<file path="config.mk">
export PLATFORM = sky130hd
export DESIGN_NAME = infix_to_postfix_converter_top_flat
export DESIGN_NICKNAME = d
export VERILOG_FILES = /design/src/design/itp_pkg.sv /design/src/design/itp_req_if.sv /design/src/design/itp_rsp_if.sv /design/src/design/itp_cell.sv /design/src/design/itp_ctrl.sv /design/src/design/infix_to_postfix_converter_top.sv /design/src/flat_wrapper.sv
export VERILOG_INCLUDE_DIRS = /design/src /design/src/design
export SDC_FILE = /design/constraint.sdc
export NUM_CORES = 1
export LEC_CHECK = 0
export CAP_MARGIN = 20
export CORE_UTILIZATION = 35
export DETAILED_ROUTE_END_ITERATION = 10
export DONT_BUFFER_PORTS = 1
export GPL_TIMING_DRIVEN = 0
export SLEW_MARGIN = 20
export SYNTH_ARGS = -nofsm -noshare
export SYNTH_HDL_FRONTEND = slang
export SYNTH_SLANG_ARGS = --single-unit
</file>
<file path="constraint.sdc">
create_clock -name clock -period 7.8 [get_ports clock]
set_input_delay 0 -clock clock [delete_from_list [all_inputs] [get_ports clock]]
set_output_delay 0 -clock clock [all_outputs]
set_load 0.01 [all_outputs]
</file>
<file path="src/design/infix_to_postfix_converter_top_assert.svh">
// ----------------------------------------------------------------------------
// Assertion macros for the infix to postfix converter
// Shared property shapes used by the controller checks.
// ----------------------------------------------------------------------------
`ifndef INFIX_TO_POSTFIX_CONVERTER_TOP_ASSERT_SVH
`define INFIX_TO_POSTFIX_CONVERTER_TOP_ASSERT_SVH

// Same-cycle implication, idle during reset
`define ITP_ASSERT_IMPLY(label, clk, rst, cond, prop, msg) \
   label: assert property (@(posedge clk) disable iff (rst) (cond) |-> (prop)) \
      else $error(msg);

// Next-cycle implication, idle during reset
`define ITP_ASSERT_NEXT(label, clk, rst, cond, prop, msg) \
   label: assert property (@(posedge clk) disable iff (rst) (cond) |=> (prop)) \
      else $error(msg);

`endif

</file>
<file path="src/design/itp_pkg.sv">
// ----------------------------------------------------------------------------
// itp_pkg
// Types, codes and the precedence function of the infix to postfix converter.
// ----------------------------------------------------------------------------
package itp_pkg;

   // Stack entry: operator code 0..4, or the left parenthesis mark
   typedef logic [2:0] code_type;

   // Token kinds on the request channel
   localparam logic [1:0] ACT_ARG    = 2'd0;
   localparam logic [1:0] ACT_OP     = 2'd1;
   localparam logic [1:0] ACT_LPAREN = 2'd2;
   localparam logic [1:0] ACT_RPAREN = 2'd3;

   // Result kinds
   localparam logic [1:0] KIND_ARG = 2'd0;
   localparam logic [1:0] KIND_OP  = 2'd1;
   localparam logic [1:0] KIND_ERR = 2'd2;

   // Error codes
   localparam logic [1:0] ERR_NONE     = 2'd0;
   localparam logic [1:0] ERR_OVERFLOW = 2'd1;
   localparam logic [1:0] ERR_RPAREN   = 2'd2;
   localparam logic [1:0] ERR_LPAREN   = 2'd3;

   // Operator codes
   localparam code_type OP_PLUS     = 3'd0;
   localparam code_type OP_MINUS    = 3'd1;
   localparam code_type OP_TIMES    = 3'd2;
   localparam code_type OP_DIVIDE   = 3'd3;
   localparam code_type OP_POWER    = 3'd4;
   localparam code_type LPAREN_MARK = 3'd5;

   // Controller states
   typedef enum logic [2:0] {
      S_IDLE,
      S_OP_POP,
      S_PUSH,
      S_RPAREN,
      S_FLUSH
   } state_type;

   // One result item without its framing bits
   typedef struct packed {
      logic [1:0]        kind;
      logic signed [31:0] value;
      code_type          op;
      logic [1:0]        err;
   } result_type;

   // Stack shift control from the controller to the row of cells
   typedef struct packed {
      logic     push;
      logic     pop;
      code_type code;
   } stk_ctrl_type;

   // Precedence level: plus/minus 1, times/divide 2, power 3
   function automatic logic [1:0] prec_of(input code_type code);
      logic [1:0] lvl;
      begin
         if (code <= OP_MINUS) begin
            lvl = 2'd1;
         end else if (code <= OP_DIVIDE) begin
            lvl = 2'd2;
         end else begin
            lvl = 2'd3;
         end
         return lvl;
      end
   endfunction

endpackage

</file>
<file path="src/design/itp_req_if.sv">
// ----------------------------------------------------------------------------
// itp_req_if
// Request channel: one infix token per handshake.
// ----------------------------------------------------------------------------
interface itp_req_if;
   logic               valid;
   logic               ready;
   logic [1:0]         action;
   logic signed [31:0] arg_value;
   logic [2:0]         op_code;
   logic               end_of_expr;

   modport source (output valid, action, arg_value, op_code, end_of_expr, input ready);
   modport sink   (input valid, action, arg_value, op_code, end_of_expr, output ready);
endinterface

</file>
<file path="src/design/itp_rsp_if.sv">
// ----------------------------------------------------------------------------
// itp_rsp_if
// Response channel: one postfix token or error item per handshake.
// ----------------------------------------------------------------------------
interface itp_rsp_if;
   logic               valid;
   logic               ready;
   logic [1:0]         out_kind;
   logic signed [31:0] out_value;
   logic [2:0]         out_op;
   logic               run_last;
   logic               expr_done;
   logic [1:0]         error_code;

   modport source (output valid, out_kind, out_value, out_op, run_last, expr_done,
                   error_code, input ready);
   modport sink   (input valid, out_kind, out_value, out_op, run_last, expr_done,
                   error_code, output ready);
endinterface

</file>
<file path="src/design/itp_cell.sv">
// ----------------------------------------------------------------------------
// itp_cell
// One entry of the shifting operator stack; takes its upper neighbor on a
// push and its lower neighbor on a pop.
// ----------------------------------------------------------------------------
module itp_cell (
   input  logic                 clock,
   input  itp_pkg::stk_ctrl_type ctrl,
   input  itp_pkg::code_type    above,
   input  itp_pkg::code_type    below,
   output itp_pkg::code_type    code
);

   itp_pkg::code_type code_ff;
   itp_pkg::code_type code_in;

   // Shift down on push, up on pop, else hold
   always_comb begin
      if (ctrl.push) begin
         code_in = above;
      end else if (ctrl.pop) begin
         code_in = below;
      end else begin
         code_in = code_ff;
      end
   end

   always_ff @(posedge clock) begin
      code_ff <= code_in;
   end

   assign code = code_ff;

endmodule

</file>
<file path="src/design/itp_ctrl.sv">
// ----------------------------------------------------------------------------
// itp_ctrl
// Shunting-yard sequencer: walks one token through pops and pushes of the
// cell stack, one step a cycle while the result stages have room, and
// frames results through a pending stage and the response register.
// ----------------------------------------------------------------------------
`include "infix_to_postfix_converter_top_assert.svh"

module itp_ctrl #(
   parameter int STACK_DEPTH = 32
) (
   input  logic                  clock,
   input  logic                  reset,
   itp_req_if.sink               req_chan,
   itp_rsp_if.source             rsp_chan,
   output itp_pkg::stk_ctrl_type stk_ctrl,
   input  itp_pkg::code_type     top_code
);

   localparam int CNT_W = $clog2(STACK_DEPTH + 1);
   localparam logic [CNT_W-1:0] DEPTH_C = CNT_W'(STACK_DEPTH);

   itp_pkg::state_type  state_ff, state_in;
   logic [CNT_W-1:0]    count_ff, count_in;
   itp_pkg::code_type   tok_code_ff, tok_code_in;
   logic                tok_last_ff, tok_last_in;
   logic                emitted_ff, emitted_in;
   logic                open_left_ff, open_left_in;
   itp_pkg::result_type pend_ff, pend_in;
   logic                pend_valid_ff, pend_valid_in;
   logic                pend_last_ff, pend_last_in;
   logic                pend_done_ff, pend_done_in;
   itp_pkg::result_type rsp_ff, rsp_in;
   logic                rsp_valid_ff, rsp_valid_in;
   logic                rsp_last_ff, rsp_last_in;
   logic                rsp_done_ff, rsp_done_in;

   logic                out_free, go, accept, move;
   logic                empty, full, top_lp, pop_cond;
   logic                emit, do_push, do_pop;
   itp_pkg::result_type emit_res;
   itp_pkg::state_type  end_state;

   // Stack and handshake status
   assign out_free  = !rsp_valid_ff || rsp_chan.ready;
   assign go        = !pend_valid_ff || out_free;
   assign accept    = req_chan.valid && req_chan.ready;
   assign empty     = (count_ff == '0);
   assign full      = (count_ff >= DEPTH_C);
   assign top_lp    = (top_code == itp_pkg::LPAREN_MARK);
   assign pop_cond  = !empty && !top_lp &&
                      (itp_pkg::prec_of(top_code) >= itp_pkg::prec_of(tok_code_ff));
   assign end_state = tok_last_ff ? itp_pkg::S_FLUSH : itp_pkg::S_IDLE;

   assign req_chan.ready = (state_ff == itp_pkg::S_IDLE) && go;

   // Next state
   always_comb begin
      state_in = state_ff;
      case (state_ff)
         itp_pkg::S_IDLE: begin
            if (accept) begin
               case (req_chan.action)
                  itp_pkg::ACT_ARG: begin
                     state_in = req_chan.end_of_expr ? itp_pkg::S_FLUSH : itp_pkg::S_IDLE;
                  end
                  itp_pkg::ACT_OP: begin
                     if (req_chan.op_code <= itp_pkg::OP_POWER) begin
                        state_in = itp_pkg::S_OP_POP;
                     end else begin
                        state_in = req_chan.end_of_expr ? itp_pkg::S_FLUSH
                                                        : itp_pkg::S_IDLE;
                     end
                  end
                  itp_pkg::ACT_LPAREN: begin
                     state_in = itp_pkg::S_PUSH;
                  end
                  default: begin
                     state_in = itp_pkg::S_RPAREN;
                  end
               endcase
            end
         end
         itp_pkg::S_OP_POP: begin
            if (go && !pop_cond) begin
               state_in = itp_pkg::S_PUSH;
            end
         end
         itp_pkg::S_PUSH: begin
            if (go) begin
               state_in = end_state;
            end
         end
         itp_pkg::S_RPAREN: begin
            if (go && (empty || top_lp)) begin
               state_in = end_state;
            end
         end
         itp_pkg::S_FLUSH: begin
            if (go && empty) begin
               state_in = itp_pkg::S_IDLE;
            end
         end
         default: begin
            state_in = itp_pkg::S_IDLE;
         end
      endcase
   end

   // Step outputs: result to emit and stack moves
   always_comb begin
      emit     = 1'b0;
      do_push  = 1'b0;
      do_pop   = 1'b0;
      emit_res = '0;
      case (state_ff)
         itp_pkg::S_IDLE: begin
            if (accept && (req_chan.action == itp_pkg::ACT_ARG)) begin
               emit           = 1'b1;
               emit_res.kind  = itp_pkg::KIND_ARG;
               emit_res.value = req_chan.arg_value;
            end
         end
         itp_pkg::S_OP_POP: begin
            if (go && pop_cond) begin
               do_pop        = 1'b1;
               emit          = 1'b1;
               emit_res.kind = itp_pkg::KIND_OP;
               emit_res.op   = top_code;
            end
         end
         itp_pkg::S_PUSH: begin
            if (go) begin
               if (full) begin
                  emit          = 1'b1;
                  emit_res.kind = itp_pkg::KIND_ERR;
                  emit_res.err  = itp_pkg::ERR_OVERFLOW;
               end else begin
                  do_push = 1'b1;
               end
            end
         end
         itp_pkg::S_RPAREN: begin
            if (go) begin
               if (empty) begin
                  emit          = 1'b1;
                  emit_res.kind = itp_pkg::KIND_ERR;
                  emit_res.err  = itp_pkg::ERR_RPAREN;
               end else begin
                  do_pop = 1'b1;
                  if (!top_lp) begin
                     emit          = 1'b1;
                     emit_res.kind = itp_pkg::KIND_OP;
                     emit_res.op   = top_code;
                  end
               end
            end
         end
         itp_pkg::S_FLUSH: begin
            if (go) begin
               if (!empty) begin
                  do_pop = 1'b1;
                  if (!top_lp) begin
                     emit          = 1'b1;
                     emit_res.kind = itp_pkg::KIND_OP;
                     emit_res.op   = top_code;
                  end
               end else if (open_left_ff) begin
                  emit          = 1'b1;
                  emit_res.kind = itp_pkg::KIND_ERR;
                  emit_res.err  = itp_pkg::ERR_LPAREN;
               end else if (!emitted_ff) begin
                  // empty end: marker item so the expression end is seen
                  emit          = 1'b1;
                  emit_res.kind = itp_pkg::KIND_ERR;
                  emit_res.err  = itp_pkg::ERR_NONE;
               end
            end
         end
         default: begin
            emit = 1'b0;
         end
      endcase
   end

   // Advance pending to response register when the response side has room and
   // either a new result arrives or the token is finished
   assign move = pend_valid_ff && out_free && ((state_ff == itp_pkg::S_IDLE) || emit);

   assign stk_ctrl.push = do_push;
   assign stk_ctrl.pop  = do_pop;
   assign stk_ctrl.code = tok_code_ff;

   // Token, stack count and result staging next values
   always_comb begin
      tok_code_in  = tok_code_ff;
      tok_last_in  = tok_last_ff;
      emitted_in   = emitted_ff | emit;
      open_left_in = open_left_ff | ((state_ff == itp_pkg::S_FLUSH) && do_pop && top_lp);
      if (accept) begin
         tok_code_in  = (req_chan.action == itp_pkg::ACT_LPAREN) ? itp_pkg::LPAREN_MARK
                                                                : req_chan.op_code;
         tok_last_in  = req_chan.end_of_expr;
         emitted_in   = (req_chan.action == itp_pkg::ACT_ARG);
         open_left_in = 1'b0;
      end

      count_in = count_ff + CNT_W'(do_push) - CNT_W'(do_pop);

      pend_valid_in = emit ? 1'b1 : (move ? 1'b0 : pend_valid_ff);
      pend_in       = emit ? emit_res : pend_ff;
      // Mark the held result as the token's last once the token finishes
      pend_last_in  = (state_in == itp_pkg::S_IDLE);
      if (state_in != itp_pkg::S_IDLE) begin
         pend_done_in = 1'b0;
      end else if (state_ff != itp_pkg::S_IDLE) begin
         pend_done_in = tok_last_ff;
      end else if (accept) begin
         pend_done_in = req_chan.end_of_expr;
      end else begin
         pend_done_in = pend_done_ff;
      end

      rsp_in       = move ? pend_ff : rsp_ff;
      rsp_last_in  = move ? pend_last_ff : rsp_last_ff;
      rsp_done_in  = move ? pend_done_ff : rsp_done_ff;
      rsp_valid_in = move ? 1'b1 : (rsp_chan.ready ? 1'b0 : rsp_valid_ff);
   end

   // Control registers
   always_ff @(posedge clock) begin
      if (reset) begin
         state_ff      <= itp_pkg::S_IDLE;
         count_ff      <= '0;
         pend_valid_ff <= 1'b0;
         rsp_valid_ff  <= 1'b0;
      end else begin
         state_ff      <= state_in;
         count_ff      <= count_in;
         pend_valid_ff <= pend_valid_in;
         rsp_valid_ff  <= rsp_valid_in;
      end
   end

   // Payload registers
   always_ff @(posedge clock) begin
      tok_code_ff  <= tok_code_in;
      tok_last_ff  <= tok_last_in;
      emitted_ff   <= emitted_in;
      open_left_ff <= open_left_in;
      pend_ff      <= pend_in;
      pend_last_ff <= pend_last_in;
      pend_done_ff <= pend_done_in;
      rsp_ff       <= rsp_in;
      rsp_last_ff  <= rsp_last_in;
      rsp_done_ff  <= rsp_done_in;
   end

   assign rsp_chan.valid      = rsp_valid_ff;
   assign rsp_chan.out_kind   = rsp_ff.kind;
   assign rsp_chan.out_value  = rsp_ff.value;
   assign rsp_chan.out_op     = rsp_ff.op;
   assign rsp_chan.error_code = rsp_ff.err;
   assign rsp_chan.run_last   = rsp_last_ff;
   assign rsp_chan.expr_done  = rsp_done_ff;

   // Checks
   `ITP_ASSERT_IMPLY(a_count_max, clock, reset, 1'b1, count_ff <= DEPTH_C, "stack count beyond depth")
   `ITP_ASSERT_IMPLY(a_push_room, clock, reset, do_push, !full, "push onto a full stack")
   `ITP_ASSERT_IMPLY(a_pop_data, clock, reset, do_pop, !empty, "pop from an empty stack")
   `ITP_ASSERT_NEXT(a_rsp_load, clock, reset, move, rsp_valid_ff, "moved result not presented")
   `ITP_ASSERT_IMPLY(a_idle_last, clock, reset, (state_ff == itp_pkg::S_IDLE) && pend_valid_ff, pend_last_ff, "finished token result not marked last")

endmodule

</file>
<file path="src/design/infix_to_postfix_converter_top.sv">
// ----------------------------------------------------------------------------
// infix_to_postfix_converter_top
// Shunting-yard converter: infix tokens in, postfix tokens and errors out.
// ----------------------------------------------------------------------------
// Usage:
//   req_chan carries one infix token per request (argument, operator, left or
//   right parenthesis, with an end-of-expression flag). rsp_chan returns the
//   postfix tokens; run_last marks the last result of each request and
//   expr_done the final result of an expression. Error items report stack
//   overflow, an unmatched right parenthesis and a leftover left parenthesis.
// Timing:
//   An argument is taken in idle. An operator pops each stacked operator of
//   equal or higher precedence, then pushes itself; a left parenthesis is
//   pushed; a right parenthesis pops entries through its left parenthesis.
//   The end-of-expression flush pops every entry. The sequencer pops or
//   pushes one stack entry per cycle unless the result stages are full. A
//   result waits in the pending stage until the next one is made, or until
//   the request ends with room in the response register, which it then enters.
// Reset:
//   Synchronous reset empties the stack count and drops staged results; the
//   stack cells keep stale codes that are never read.
// Stall:
//   With the response stalled, one result waits in the response register and
//   one in the pending stage; the sequencer then holds until space frees up.
// ----------------------------------------------------------------------------
module infix_to_postfix_converter_top #(
   parameter int STACK_DEPTH = 32
) (
   input logic       clock,
   input logic       reset,
   itp_req_if.sink   req_chan,
   itp_rsp_if.source rsp_chan
);

   itp_pkg::stk_ctrl_type stk_ctrl;
   itp_pkg::code_type     codes [STACK_DEPTH];

   // Sequencer
   itp_ctrl #(
      .STACK_DEPTH (STACK_DEPTH)
   ) u_ctrl (
      .clock    (clock),
      .reset    (reset),
      .req_chan (req_chan),
      .rsp_chan (rsp_chan),
      .stk_ctrl (stk_ctrl),
      .top_code (codes[0])
   );

   // Operator stack: row of cells, top at index zero
   for (genvar i = 0; i < STACK_DEPTH; i++) begin : g_cell
      itp_pkg::code_type above;
      itp_pkg::code_type below;

      if (i == 0) begin : g_top
         assign above = stk_ctrl.code;
      end else begin : g_mid
         assign above = codes[i-1];
      end

      if (i == STACK_DEPTH - 1) begin : g_bottom
         assign below = '0;
      end else begin : g_inner
         assign below = codes[i+1];
      end

      itp_cell u_cell (
         .clock (clock),
         .ctrl  (stk_ctrl),
         .above (above),
         .below (below),
         .code  (codes[i])
      );
   end

endmodule
</file>
<file path="src/flat_wrapper.sv">
// flat-port wrapper written by rule: the top's interface ports become plain ports
module infix_to_postfix_converter_top_flat 
#(
   parameter int STACK_DEPTH = 32
)
  (clock, reset, req_chan_valid, req_chan_action, req_chan_arg_value, req_chan_op_code, req_chan_end_of_expr, req_chan_ready, rsp_chan_valid, rsp_chan_out_kind, rsp_chan_out_value, rsp_chan_out_op, rsp_chan_run_last, rsp_chan_expr_done, rsp_chan_error_code, rsp_chan_ready);
  itp_req_if req_chan_i ();
  itp_rsp_if rsp_chan_i ();
  input logic clock;
  input logic reset;
  input wire logic [$bits(req_chan_i.valid)-1:0] req_chan_valid;
  input wire logic [$bits(req_chan_i.action)-1:0] req_chan_action;
  input wire logic [$bits(req_chan_i.arg_value)-1:0] req_chan_arg_value;
  input wire logic [$bits(req_chan_i.op_code)-1:0] req_chan_op_code;
  input wire logic [$bits(req_chan_i.end_of_expr)-1:0] req_chan_end_of_expr;
  output wire logic [$bits(req_chan_i.ready)-1:0] req_chan_ready;
  output wire logic [$bits(rsp_chan_i.valid)-1:0] rsp_chan_valid;
  output wire logic [$bits(rsp_chan_i.out_kind)-1:0] rsp_chan_out_kind;
  output wire logic [$bits(rsp_chan_i.out_value)-1:0] rsp_chan_out_value;
  output wire logic [$bits(rsp_chan_i.out_op)-1:0] rsp_chan_out_op;
  output wire logic [$bits(rsp_chan_i.run_last)-1:0] rsp_chan_run_last;
  output wire logic [$bits(rsp_chan_i.expr_done)-1:0] rsp_chan_expr_done;
  output wire logic [$bits(rsp_chan_i.error_code)-1:0] rsp_chan_error_code;
  input wire logic [$bits(rsp_chan_i.ready)-1:0] rsp_chan_ready;
  assign req_chan_i.valid = req_chan_valid;
  assign req_chan_i.action = req_chan_action;
  assign req_chan_i.arg_value = req_chan_arg_value;
  assign req_chan_i.op_code = req_chan_op_code;
  assign req_chan_i.end_of_expr = req_chan_end_of_expr;
  assign req_chan_ready = req_chan_i.ready;
  assign rsp_chan_valid = rsp_chan_i.valid;
  assign rsp_chan_out_kind = rsp_chan_i.out_kind;
  assign rsp_chan_out_value = rsp_chan_i.out_value;
  assign rsp_chan_out_op = rsp_chan_i.out_op;
  assign rsp_chan_run_last = rsp_chan_i.run_last;
  assign rsp_chan_expr_done = rsp_chan_i.expr_done;
  assign rsp_chan_error_code = rsp_chan_i.error_code;
  assign rsp_chan_i.ready = rsp_chan_ready;
  infix_to_postfix_converter_top #(.STACK_DEPTH(STACK_DEPTH)) u_core (.clock(clock), .reset(reset), .req_chan(req_chan_i), .rsp_chan(rsp_chan_i));
endmodule
</file>
== Yosys cells after proc, flatten, opt, wreduce, memory -nomap -nowiden ==
Cells that the tools add are included.
Storage, ports and cells
  register bits: 195
  latch bits: 0
  RAM bits: 0
  ROM bits: 0
  bits of input ports: 42
  output and inout port bits: 43
  logic and storage cells: 230
  memories kept: 0
Cells by class
  add/subtract/negate cells: 2
  multiply operators: 0
  div/mod/pow operators: 0
  $lt $le $gt $ge: 7
  eq/ne operators: 7
  shifts and indexed selects: 0
  multiplexer cells: 126
  bitwise gates (word level): 2
  reduce and logical (&&, ||, !) cells: 34
Operators with widths (count)
  two-way mux 3 bit: 75
  two-way mux 1 bit: 29
  two-way mux 2 bit: 13
  one-hot mux 3 bit (3 select lines): 2
  one-hot mux 3 bit (5 select lines): 1
  logical AND 1 bit: 13
  two-way mux 5 bit: 2
  one-hot mux 2 bit (5 select lines): 1
  nonzero test 2 bit: 4
  adder 6 x 1 -> 6 bit: 1
  equality test 3 x 2 -> 1 bit (second input constant): 2
  equality test 3 bit (second input constant): 2
  >= comparator 6 bit (second input constant): 1
  less-or-equal comparator 3 x 1 -> 1 bit (second input constant): 2
  less-or-equal comparator 3 x 2 -> 1 bit (second input constant): 2
  logical NOT 3 bit: 2
  logical NOT 6 bit: 1
  one-hot mux 2 bit (3 select lines): 1
  nonzero test 3 bit: 2
  subtractor 6 x 1 -> 6 bit: 1
  logical NOT 1 bit: 5
  one-hot mux 1 bit (5 select lines): 1
  logical OR 1 bit: 4
  equality test 3 x 1 -> 1 bit (second input constant): 1
  other kinds (9): 10

== Logic depth before layout (Yosys ltp) ==
Gate-level depths: netlist of the first run.
  depth in word-level cells: 12
  mapped depth: 15
  mapped depth without buffers: 15

== Hierarchy ==
A second synthesis of the first run with hierarchy kept.
Second synthesis, totals
  cells, all modules: 501
  area total of the unflattened synthesis: 8182.8 µm²
Modules (own cells, without submodules)
  itp_cell: instances 32, cells each 7, area each 130.1 µm², seq. area each 90.1 µm²
  itp_ctrl: instances 1, cells each 276, area each 4015.1 µm², seq. area each 2822.7 µm²
  infix_to_postfix_converter_top: instances 1, cells each 1, area each 3.8 µm², seq. area each 0.0 µm²

== Worst setup path before layout of the first run ==
Ideal clock, no wire load.
  kind: reg2reg
  start: reg u_core.u_ctrl.rsp_valid_ff (netlist: u_core.u_ctrl.rsp_chan.valid)
  end: reg u_core.g_cell[0].u_cell.code_ff[0], enable pin
  setup time: 0.683 ns
  arrival time: 7.818 ns
  data required time: 7.117 ns
  setup slack: -0.701 ns
  cell stages (with the launch flop): 5
  path buffers: 1
  clock period less this slack: 8.501 ns
  cells stage by stage: dfxtp_1 -> and3b_1 -> clkbuf_1 -> or3_4 -> o21ai_0
On the way
  cells in the longest elaborated chain, start to end: 7
  elaborated cells on any way between the ends: 10
  classes of those cells: 5 x mux; 5 x reduce/logical
Ends and longest elaborated chain
  from (decl): line itp_ctrl.sv:34  | logic rsp_valid_ff, rsp_valid_in;
  from (signal assigned): line itp_ctrl.sv:241  | rsp_valid_ff <= rsp_valid_in;
  logical NOT 1 bit (*): line itp_ctrl.sv:45  | assign out_free = !rsp_valid_ff || rsp_chan.ready;
  logical OR 1 bit (*): line itp_ctrl.sv:45
  logical OR 1 bit (*): line itp_ctrl.sv:46  | assign go = !pend_valid_ff || out_free;
  logical AND 1 bit: line itp_ctrl.sv:125  | if (go && pop_cond) begin
  two-way mux 1 bit: line itp_ctrl.sv:125
  one-hot mux 1 bit (2 select lines): line itp_ctrl.sv:116  | case (state_ff)
  nonzero test 2 bit (no source line) (*)
  to (signal assigned): line itp_cell.sv:29  | code_ff <= code_in;
  to (decl): line itp_cell.sv:14  | itp_pkg::code_type code_ff;
Every way passes the cells marked *; elsewhere a longest branch is shown, timed or not.
A chain may end at the register's enable or synchronous reset.

== Final worst setup path of the first run ==
  start: reg u_core.u_ctrl.count_ff[3]
  end: reg u_core.u_ctrl.rsp_ff (netlist bit u_core.u_ctrl.rsp_chan.out_value[19]), enable pin
On the way
  cells in the longest elaborated chain, start to end: 9
  elaborated cells on any way between the ends: 16
  classes of those cells: 1 x order compare; 8 x mux; 7 x reduce/logical
Ends and longest elaborated chain
  from (decl): line itp_ctrl.sv:24  | logic [CNT_W-1:0] count_ff, count_in;
  from (signal assigned): line itp_ctrl.sv:239  | count_ff <= count_in;
  parallel branches: the longest is 6 deep, another holds >= comparator 6 bit
  one-hot mux 1 bit (5 select lines) (*): line itp_ctrl.sv:116
  logical OR 1 bit (*): line itp_ctrl.sv:188  | assign move = pend_valid_ff && out_free && ((state_ff == itp_pkg::S_IDLE) || emit);
  logical AND 1 bit (*): line itp_ctrl.sv:188
  named net u_core.u_ctrl.move: line itp_ctrl.sv:38  | logic out_free, go, accept, move;
  to (signal assigned): line itp_ctrl.sv:254  | rsp_ff <= rsp_in;
  to (decl): line itp_ctrl.sv:33  | itp_pkg::result_type rsp_ff, rsp_in;
Mark *: on every way through the listed nets, which the timed path passes.

==> impl_metrics.yaml, run 1 <==
power_and_ir_drop:
  vdd_drop_max_mv: 0.1953
  power_w: 0.003078
  seqPwrFrac_pct: 51.8
  p_leak_nw: 3.265
  intPower_w: 0.002211
  netSwitchingFraction_pct: 28.17
  p_switching_w: 0.0008671
  p_clk_share_pct: 28.0
  combPwrFrac_pct: 20.1
  p_per_area_mw_per_mm2: 322.0
routing:
  dr.pass1.iters: 10
  drc: 10
  drt_wl_total_um: 12530
  wire_per_inst_um: 14.91
  drtIter0Drc: 229
  drtAntennaViolNets: 0
  vias: 4026
  viasPerCell: 4.793
floorplanning:
  core_area_sq_mm: 0.02203
  die_w_um: 152.8
  die-height_um: 152.8
  rows: 54
  die_area_sq_mm: 0.02334
  initial_core_util_pct: 36.12
  io_pins: 85
critical_path:
  critPathKind: "register to register"
  cp_slowest_cell: "nor4bb_1"
  end_kind: "register"
  cp_cell_sequence: "inv_1, ha_1, nor4bb_1, nand2_1, o22ai_1, a31oi_1, a21oi_4, buf_16"
  crit_arrival_ns: 3.55
  startpoint_type: "register"
  slowest_delay_ns: 0.88
  cp.required_ns: 7.94
  path_max_fanout: 24
global_routing:
  overflow: 0
  antenna_found_initial: 0
  grt_pass1_vias: 4057
  grt_pass1_wl_um: 20680
  grtUsageTotal_pct: 11.24
  grt_max_degree: 28
finish:
  diodes: 0
  final_cell_mix: "edfxtp_1 (180), mux2_2 (80), dlygate4sd3_1 (47), and2_1 (37), clkbuf_16 (17)"
  syn_to_final_growth_pct: 20.18
  final_layout_size_suffix_gt1_share_pct: 25.00
  final_common_cell: "edfxtp_1"
  n_fill_cell: 1918
  fin_nets: 600
clock_network:
  cts.sinks: 195
  clk_path_buf_depth: 2
  clk_pin_slew_worst_paths_ns: 0.08
  clk_latency_ns: 0.43
  ctsResizeCount: 0
  root_buffer: "clkbuf_16"
  htree_levels: 4
  cts_tree: "yes"
  cts_inserted_buffers: 17
sta:
  worst_pin_slew_ns: 1.035
  finalCriticalPeriod_ns: 3.407
  clock_skew_ns: 0.01251
  fin_ws_ns: 4.393
  fin_crit_sh_pct: 43.68
  grt_setup_unrepaired: "no"
  finalHoldViolations: 0
  fin_setup_tns_ns: 0
  setup_viol: 0
  maxSlewHeadroom_pct: 30.08
  fmax_mhz: 293.5
  slew_violations: 0
hold_path:
  hold_path_class: "input port to register"
synthesis:
  synth_seq_cells: 195
  syn-cell-area_sq_mm: 0.007956
  synthFlopType: "edfxtp_1"
  synth_area_per_cell_sq_um: 16.75
  ys_seq_area_share_pct: 71.71
  synth_nets: 528
  synth_edf_count: 180
  synthCells: 475
  synth_cell_type_count: 49
  async_reset_ff_share_pct: 0
  synth.yosys.warnings: 0
outcome:
  outcome: "finished with violations"
  violations: "design-rule violations"
placement:
  gp_congestion: 0.8250
  port_buffers: 0
  dp_hpwl_um: 8564
  place_ws_ns: 4.456
run:
  drv_cap: 0
[through the flow]
step / utilization, % / hold slack (ns) / instances / instance area (sq um)
global placement: 37.71 / 0.09912 / 755 / 8307
global route: 43.41 / 0.02660 / 840 / 9562
finish: 43.41 / 0.03757 / 840 / 9562
CTS: 43.41 / 0.01122 / 840 / 9562
floorplan: - / 0.09887 / 475 / 7956
detailed placement: 38.52 / 0.09910 / 761 / 8484
[power groups by stage]
stage	logic [W]	registers (W)	clock network (W)
global placement	0.000506	0.00165	0
detailed placement	0.000604	0.00162	0
CTS	0.000628	0.00160	0.000888
floorplan	0.000434	0.00161	0
finish	0.000620	0.00160	0.000863
global route	0.000685	0.00162	0.000928
[sequential cells by signal (all words and copies together), names as in the netlist, 3 cells and up]
register and count:
u_core.u_ctrl.rsp_chan.out_op 3, u_core.u_ctrl.state_ff 3, u_core.u_ctrl.count_ff 6, u_core.u_ctrl.rsp_chan.out_value 32, u_core.u_ctrl.tok_code_ff 3, u_core.g_cell.u_cell.code 96
u_core.u_ctrl.pend_ff 39
[cells in the mapped netlist (2+ instances only)]
library cell / instances / area (sq um)
dfxtp_1: 15 / 300.3
nor3b_1: 2 / 15.01
or3_1: 2 / 12.51
and2b_1: 2 / 15.01
inv_1: 11 / 41.29
nor3_1: 2 / 10.01
buf_2: 6 / 30.03
clkbuf_2: 3 / 15.01
o31ai_1: 2 / 15.01
o21ai_0: 8 / 40.04
nand2_1: 12 / 45.04
nand3_1: 3 / 15.01
mux2_1: 13 / 146.4
clkbuf_1: 3 / 11.26
or3_4: 3 / 33.78
xnor2_1: 2 / 17.52
a31oi_1: 6 / 37.54
nand2b_1: 8 / 50.05
and2_1: 37 / 231.5
edfxtp_1: 180 / 5405
o22ai_1: 2 / 12.51
nor2b_1: 3 / 18.77
nor2_1: 16 / 60.06
ha_1: 10 / 125.1
mux2_2: 80 / 900.9
and3b_1: 2 / 17.52
a21oi_1: 14 / 70.07
nand4_1: 3 / 18.77
buf_6: 5 / 56.30
[layer usage]
metal / part of all wire (%) / up-vias / track usage [%]
met2: 49 / 110 / 17.96
met4: 1.3 / 0 / 4.377
met5: 0 / - / 0
li1: - / 1950 / -
met3: 5.0 / 11 / 3.584
met1: 45 / 1955 / 14.18
[cell type report]
type | count | area, sq um | area share (%)
clock inverter | 15 | 181.4 | 1.897
multi-input combinational | 252 | 2122 | 22.19
sequential | 195 | 5705 | 59.67
tap | 280 | 350.3 | 3.664
buffer | 17 | 112.6 | 1.178
timing repair buffer | 53 | 623.1 | 6.517
clock buffer | 17 | 425.4 | 4.449
inverter | 11 | 41.29 | 0.4318
[cell families after synthesis]
kind of cell | share of synthesized area [%]
flip-flops | 71.71
AO/OA/AOI/OAI | 3.177
XOR/XNOR | 0.3303
buffers and inverters | 1.934
adder cells (fa/ha/maj) | 1.824
multiplexers | 13.16
AND/OR/NAND/NOR | 7.863
[path summary, 6_finish.rpt]
| check | start | endpoint | slack [ns] | cells past startpoint |
|---|---|---|---|---|
| worst max-delay path | u_core.u_ctrl.count_ff[3]$_SDFF_PP0_ | u_core.u_ctrl.rsp_chan.out_value[19]$_DFFE_PP_ | 4.39 | 8 |
| worst min-delay path | req_chan_valid | u_core.u_ctrl.emitted_ff$_DFF_P_ | 0.04 | 4 |
| worst max register to register | u_core.u_ctrl.count_ff[3]$_SDFF_PP0_ | u_core.u_ctrl.rsp_chan.out_value[19]$_DFFE_PP_ | 4.39 | 8 |
| worst min register to register | u_core.u_ctrl.pend_last_ff$_DFF_P_ | u_core.u_ctrl.rsp_chan.run_last$_DFFE_PP_ | 0.42 | 0 |
[critical path, delay by kind of cell, from the launching register on]
family	cells	cell delay [ns]
compound gates	3	1.16
fa+ha+maj	1	0.15
buf+inv	2	0.31
flops	1	0.32
simple gates	2	1.15
[what timing repair did]
action	4_1_cts	5_1_grt
hold buffers	47	0
buffers inserted	0	0
endpoints found under the hold margin	50	0
Note: power is estimated with default switching activity, not from simulation.
==> run 2: changes to the inputs <==
Clock period 7.8 ns to 3.1 ns, I/O delays scaled along.
==> run 2 against run 1 <==
  * The run still ends with design-rule violations left
  * Power grew to 2.5 times the previous value
  * Clock skew is 0.00058 ns lower
  * Global-route usage is 0.14 points higher
  * Sequential cell count stayed put
  * Cell area is 1.1% higher
  * Largest power group unchanged
==> impl_metrics.yaml, run 2 (synthesis gave the netlist of run 1 again) <==
power_and_ir_drop:
  p_leak_nw: 3.313
  netSwitchingFraction_pct: 28.09
  seqPwrFrac_pct: 51.4
  p_clk_share_pct: 27.7
  p_per_area_mw_per_mm2: 808.1
  vdd_drop_max_mv: 0.3257
  combPwrFrac_pct: 20.9
  intPower_w: 0.005618
  p_switching_w: 0.002195
critical_path:
  crit_arrival_ns: 3.20
  startpoint_type: "register"
  r2r_end: "u_core.u_ctrl.count_ff[5]$_SDFF_PP0_"
  critPathMostFrequentCell: "ha_1"
  end_kind: "register"
  path_max_fanout: 4
  r2r-start: "u_core.g_cell[0].u_cell.code[1]$_DFFE_PP_"
  cp.required_ns: 3.48
  rrSetupSlack_ns: 0.27
  cp_slowest_cell: "edfxtp_1"
  cp.depth: 14
  slowest_delay_ns: 0.42
  critical_path.top_delay_family: "compound AO/OA/AOI/OAI gates"
  path_buf_inv: 1
  critPathKind: "register to register"
  cp_cell_sequence: "inv_1, nor2_1, ha_1, nand2b_1, a21oi_2, o31ai_1, nand2_2, o21ai_0, ha_1, a21o_1, a21oi_1, o21bai_1, or4_1, nand3_1"
  r2r_cells: 14
routing:
  drt_wl_total_um: 12540
  wire_per_inst_um: 14.81
  dr.pass1.iters: 8
  drtIter0Drc: 266
  drc: 11
  viasPerCell: 4.863
  drtAntennaViolNets: 0
  vias: 4119
finish:
  fin_nets: 607
  regArea_sq_mm: 0.005705
  final_layout_size_suffix_gt1_share_pct: 26.81
  syn_to_final_growth_pct: 21.51
  largest_register_ffs: 96
  multi_input_area_sq_mm: 0.002146
  final_area_sq_mm: 0.009668
  largest-register: "u_core.g_cell.u_cell.code"
  n_fill_cell: 1902
  diodes: 0
  final_common_cell: "edfxtp_1"
  final_cell_mix: "edfxtp_1 (180), mux2_2 (80), dlygate4sd3_1 (47), and2_1 (37), clkbuf_16 (17)"
sta:
  slew_violations: 0
  finalHoldViolations: 0
  clock_skew_ns: 0.01193
  grt_setup_unrepaired: "no"
  worst_pin_slew_ns: 0.7030
  maxSlewHeadroom_pct: 52.96
  fmax_mhz: 353.5
  fin_crit_sh_pct: 91.25
  fin_setup_tns_ns: 0
  setup_viol: 0
  finalCriticalPeriod_ns: 2.829
  fin_ws_ns: 0.2711
placement:
  place_ws_ns: -0.1920
  gp_congestion: 0.7964
  port_buffers: 0
  placed_area_sq_mm: 0.008484
  dp_hpwl_um: 8656
hold_path:
  hold_path_class: "input port to register"
  hold_end: "u_core.u_ctrl.state_ff[0]$_SDFF_PP0_"
  min-delay-start: "req_chan_action[0]"
  whs_path_depth: 4
outcome:
  violations: "design-rule violations"
  outcome: "finished with violations"
global_routing:
  overflow: 0
  grt_pass1_vias: 4185
  grt_max_degree: 28
  grt_pass1_wl_um: 21110
  grtUsageTotal_pct: 11.37
  antenna_found_initial: 0
floorplanning:
  core_area_sq_mm: 0.02203
  die-height_um: 152.8
  initial_core_util_pct: 36.12
  die_w_um: 152.8
  die_area_sq_mm: 0.02334
  rows: 54
  io_pins: 85
clock_network:
  cts_inserted_buffers: 17
  clk_path_buf_depth: 2
  clk_pin_slew_worst_paths_ns: 0.08
  cts_tree: "yes"
  root_buffer: "clkbuf_16"
  clk_latency_ns: 0.43
  htree_levels: 4
  cts.sinks: 195
run:
  drv_cap: 0
run 2: per-stage QoR:
| stage | cells | utilization, % | hold slack, ns | power [W] |
|---|---|---|---|---|
| 2_1_floorplan | 475 | - | 0.09887 | 0.005112 |
| 3_3_place_gp | 755 | 37.82 | 0.09912 | 0.005384 |
| 3_5_place_dp | 761 | 38.52 | 0.09911 | 0.005609 |
| 4_1_cts | 840 | 43.50 | 0.007095 | 0.007838 |
| 5_1_grt | 847 | 43.89 | 0.04708 | 0.008220 |
| 6_report | 847 | 43.89 | 0.02523 | 0.007813 |
run 2: worst register-to-register path: stages, from the launching register on:
cell and delay, ns:
edfxtp_1 0.42, inv_1 0.13, nor2_1 0.05, ha_1 0.28
nand2b_1 0.15, a21oi_2 0.20, o31ai_1 0.12, nand2_2 0.11
o21ai_0 0.10, ha_1 0.22, a21o_1 0.18, a21oi_1 0.21
o21bai_1 0.11, or4_1 0.40, nand3_1 0.09
run 2: routing by layer:
metal | vias to the layer above | part of all wire [%] | global-route usage, %
met1 | 2042 | 45 | 14.41
li1 | 1971 | - | -
met4 | 0 | 1.2 | 3.944
met5 | - | 0 | 0
met3 | 9 | 4.1 | 3.299
met2 | 97 | 49 | 18.57
run 2: area by class of cell:
class                   instances  area share (%)
multi-input cells             252           22.19
well taps                     280           3.624
flip-flops and latches        195           59.01
inverters                      11          0.4271
plain buffers                  17           1.165
clock buffers                  18           4.439
repair buffers                 60           7.247
clock inverters                14           1.889
run 2: worst max-delay path by stage:
stage               slack [ns]                                              to                                       from
detailed placement       -0.19  u_core.u_ctrl.rsp_chan.out_value[18]$_DFFE_PP_       u_core.u_ctrl.count_ff[3]$_SDFF_PP0_
CTS                       0.01              u_core.u_ctrl.pend_ff[1]$_DFFE_PP_  u_core.g_cell[0].u_cell.code[1]$_DFFE_PP_
floorplan                0.008       u_core.g_cell[0].u_cell.code[0]$_DFFE_PP_  u_core.u_ctrl.rsp_chan.valid$_SDFFE_PP0P_
global route              0.02            u_core.u_ctrl.count_ff[4]$_SDFF_PP0_  u_core.g_cell[0].u_cell.code[1]$_DFFE_PP_
finish                    0.27            u_core.u_ctrl.count_ff[5]$_SDFF_PP0_  u_core.g_cell[0].u_cell.code[1]$_DFFE_PP_
global placement         -0.68         u_core.u_ctrl.pend_ff[23]$_SDFFCE_PN0P_       u_core.u_ctrl.count_ff[3]$_SDFF_PP0_
run 2: timing repair:
item                       CTS  global route
hold buffers                47             0
hold endpoints to repair    50             0
setup buffers                0             7
setup endpoints to repair   70            82
resized for setup            3             2
gates cloned                 0             0
pin swaps                    0             2
run 2: power groups by stage:
stage,combinational (W),clock (W),sequential [W]
2_1_floorplan,0.00111,0,0.00400
3_3_place_gp,0.00129,0,0.00409
3_5_place_dp,0.00153,0,0.00408
4_1_cts,0.00159,0.00222,0.00402
5_1_grt,0.00181,0.00233,0.00409
6_report,0.00163,0.00216,0.00401
==> run 3: changes to the inputs <==
Settings changed: GPL_TIMING_DRIVEN 0 to not set.
==> run 3 against run 2 <==
  * The run still ends with design-rule violations left
  * Cell area decreased by 3.7%
  * Wire length decreased by 2.3%
  * Core utilization decreased by 1.6 points
  * Via count decreased by 3.2%
  * Worst hold slack improved by 0.0039 ns
  * Sequential share of layout area increased by 2.3 points
  * Die area unchanged
  * Critical path depth increased by 1
  * Non-clock buffer count decreased by 25
  * Register-to-register slack got worse by 0.04 ns
  * Cell count decreased by 2.8%
  * Setup slack got worse by 0.040 ns
==> impl_metrics.yaml, run 3 (synthesis gave the netlist of run 1 again) <==
power_and_ir_drop:
  combPwrFrac_pct: 19.0
  netSwitchingFraction_pct: 27.72
  p_switching_w: 0.002088
  seqPwrFrac_pct: 53.4
  power_w: 0.007533
  p_leak_nw: 3.133
  intPower_w: 0.005445
  p_clk_share_pct: 27.6
  p_per_area_mw_per_mm2: 808.9
  vdd_drop_max_mv: 0.3941
clock_network:
  htree_levels: 4
  cts_tree: "yes"
  clk_path_buf_depth: 2
  root_buffer: "clkbuf_16"
  clk_pin_slew_worst_paths_ns: 0.08
  cts.sinks: 195
  clk_latency_ns: 0.43
  post_cts_buffers: 0
  cts_inserted_buffers: 17
floorplanning:
  io_pins: 85
  die_area_sq_mm: 0.02334
  die-height_um: 152.8
  core_area_sq_mm: 0.02203
  initial_core_util_pct: 36.12
  die_w_um: 152.8
  rows: 54
routing:
  drc: 11
  dr.pass1.iters: 7
  vias: 3987
  wire_per_inst_um: 14.89
  drtIter0Drc: 289
  drtAntennaViolNets: 0
  viasPerCell: 4.844
  drt_wl_total_um: 12250
sta:
  fin_setup_tns_ns: 0
  finalCriticalPeriod_ns: 2.869
  worst_pin_slew_ns: 0.6932
  slew_violations: 0
  grt_setup_unrepaired: "no"
  hold_ws_ns: 0.02915
  setup_viol: 0
  finalHoldViolations: 0
  fmax_mhz: 348.6
  clock_skew_ns: 0.01144
  fin_crit_sh_pct: 92.55
  maxSlewHeadroom_pct: 53.57
placement:
  dp_hpwl_um: 7645
  port_buffers: 0
  dp.cells: 747
  gp_congestion: 0.8470
hold_path:
  hold_path_class: "input port to register"
critical_path:
  cp_cell_sequence: "inv_1, nor2_1, ha_1, nand2b_1, a21oi_2, o31ai_1, nand2_1, o21ai_0, ha_1, fa_1, a21oi_1, nor2_1, nor2_1, xor2_1, nor2_1"
  slowest_delay_ns: 0.41
  startpoint_type: "register"
  cp_slowest_cell: "edfxtp_1"
  critPathMostFrequentCell: "nor2_1"
  critPathKind: "register to register"
  cp.required_ns: 3.41
  path_max_fanout: 4
  crit_arrival_ns: 3.18
  end_kind: "register"
finish:
  largest-register: "u_core.g_cell.u_cell.code"
  final_common_cell: "edfxtp_1"
  fin_nets: 582
  final_cell_mix: "edfxtp_1 (180), mux2_2 (80), dlygate4sd3_1 (43), and2_1 (37), clkbuf_16 (17)"
  largest_register_ffs: 96
  final_layout_size_suffix_gt1_share_pct: 23.80
  syn_to_final_growth_pct: 17.05
  final_cells: 823
global_routing:
  antenna_found_initial: 1
  grtUsageTotal_pct: 10.89
  grt_pass1_wl_um: 19900
  grt_max_degree: 97
  overflow: 0
  grt_pass1_vias: 3958
outcome:
  violations: "design-rule violations"
  outcome: "finished with violations"
run:
  drv_cap: 0
-- run 3: changes by cell type in the layout (fill, tap and decap cells not counted), moves of 3 or more --
| cell | change |
|---|---|
| buf_2 | -6 |
| clkinv_8 | -6 |
| buf_16 | -5 |
| buf_6 | -5 |
| dlygate4sd3_1 | -4 |
| clkbuf_1 | -3 |
| clkbuf_2 | -3 |
-- run 3: power by group through the flow --
| stage | Sequential (W) | Combinational, W | Clock [W] |
|---|---|---|---|
| after global placement | 0.00406 | 0.00133 | 0 |
| after floorplan | 0.00400 | 0.00111 | 0 |
| final | 0.00402 | 0.00143 | 0.00208 |
| after global routing | 0.00409 | 0.00158 | 0.00224 |
| after detailed placement | 0.00408 | 0.00139 | 0 |
| after CTS | 0.00403 | 0.00144 | 0.00214 |
-- run 3: worst max-delay path, delay by kind of cell (launching register included) --
| family | cells | cell delay, ns |
|---|---|---|
| compound gates | 4 | 0.56 |
| xor+xnor | 1 | 0.16 |
| fa+ha+maj | 3 | 0.92 |
| buf+inv | 1 | 0.13 |
| flops | 1 | 0.41 |
| simple gates | 6 | 0.59 |
-- run 3: metal layers --
layer	track usage [%]	part of all wire (%)
met2	17.43	49
met1	13.38	45
met4	4.762	1.6
met5	0	0
met3	3.669	5.0
-- run 3: per-stage QoR --
step,area [sq um],util [%],worst slack (ns)
5_1_grt,9313,42.28,0.001563
3_3_place_gp,8309,37.72,0.2981
4_1_cts,9306,42.25,0.1121
6_report,9313,42.28,0.2310
3_5_place_dp,8309,37.72,0.1391
2_1_floorplan,7979,-,0.008056
-- run 3: path summary, 6_finish.rpt --
path / start / endpoint / slack (ns) / depth (start not counted)
setup / recovery: u_core.g_cell[0].u_cell.code[1]$_DFFE_PP_ / u_core.u_ctrl.count_ff[4]$_SDFF_PP0_ / 0.23 / 15
hold / removal: req_chan_valid / u_core.u_ctrl.emitted_ff$_DFF_P_ / 0.03 / 4
setup reg to reg: u_core.g_cell[0].u_cell.code[1]$_DFFE_PP_ / u_core.u_ctrl.count_ff[4]$_SDFF_PP0_ / 0.23 / 15
hold reg to reg: u_core.u_ctrl.pend_ff[1]$_DFFE_PP_ / u_core.u_ctrl.rsp_chan.error_code[1]$_DFFE_PP_ / 0.42 / 0
-- run 3: timing repair --
item / in CTS / in global routing
endpoints found under the hold margin: 50 / 0
gates resized for setup: 0 / 1
hold buffers: 43 / 0
setup endpoints to repair: 0 / 2
-- run 3: layout make-up --
type | count | area, sq um
diodes | 1 | 2.502
fillers | 1925 | 12710
flip-flops and latches | 195 | 5705
inverters | 11 | 41.29
well taps | 280 | 350.3
clock inverters | 14 | 137.6
repair buffers | 52 | 523.0
clock buffers | 18 | 429.2
multi-input cells | 252 | 2123
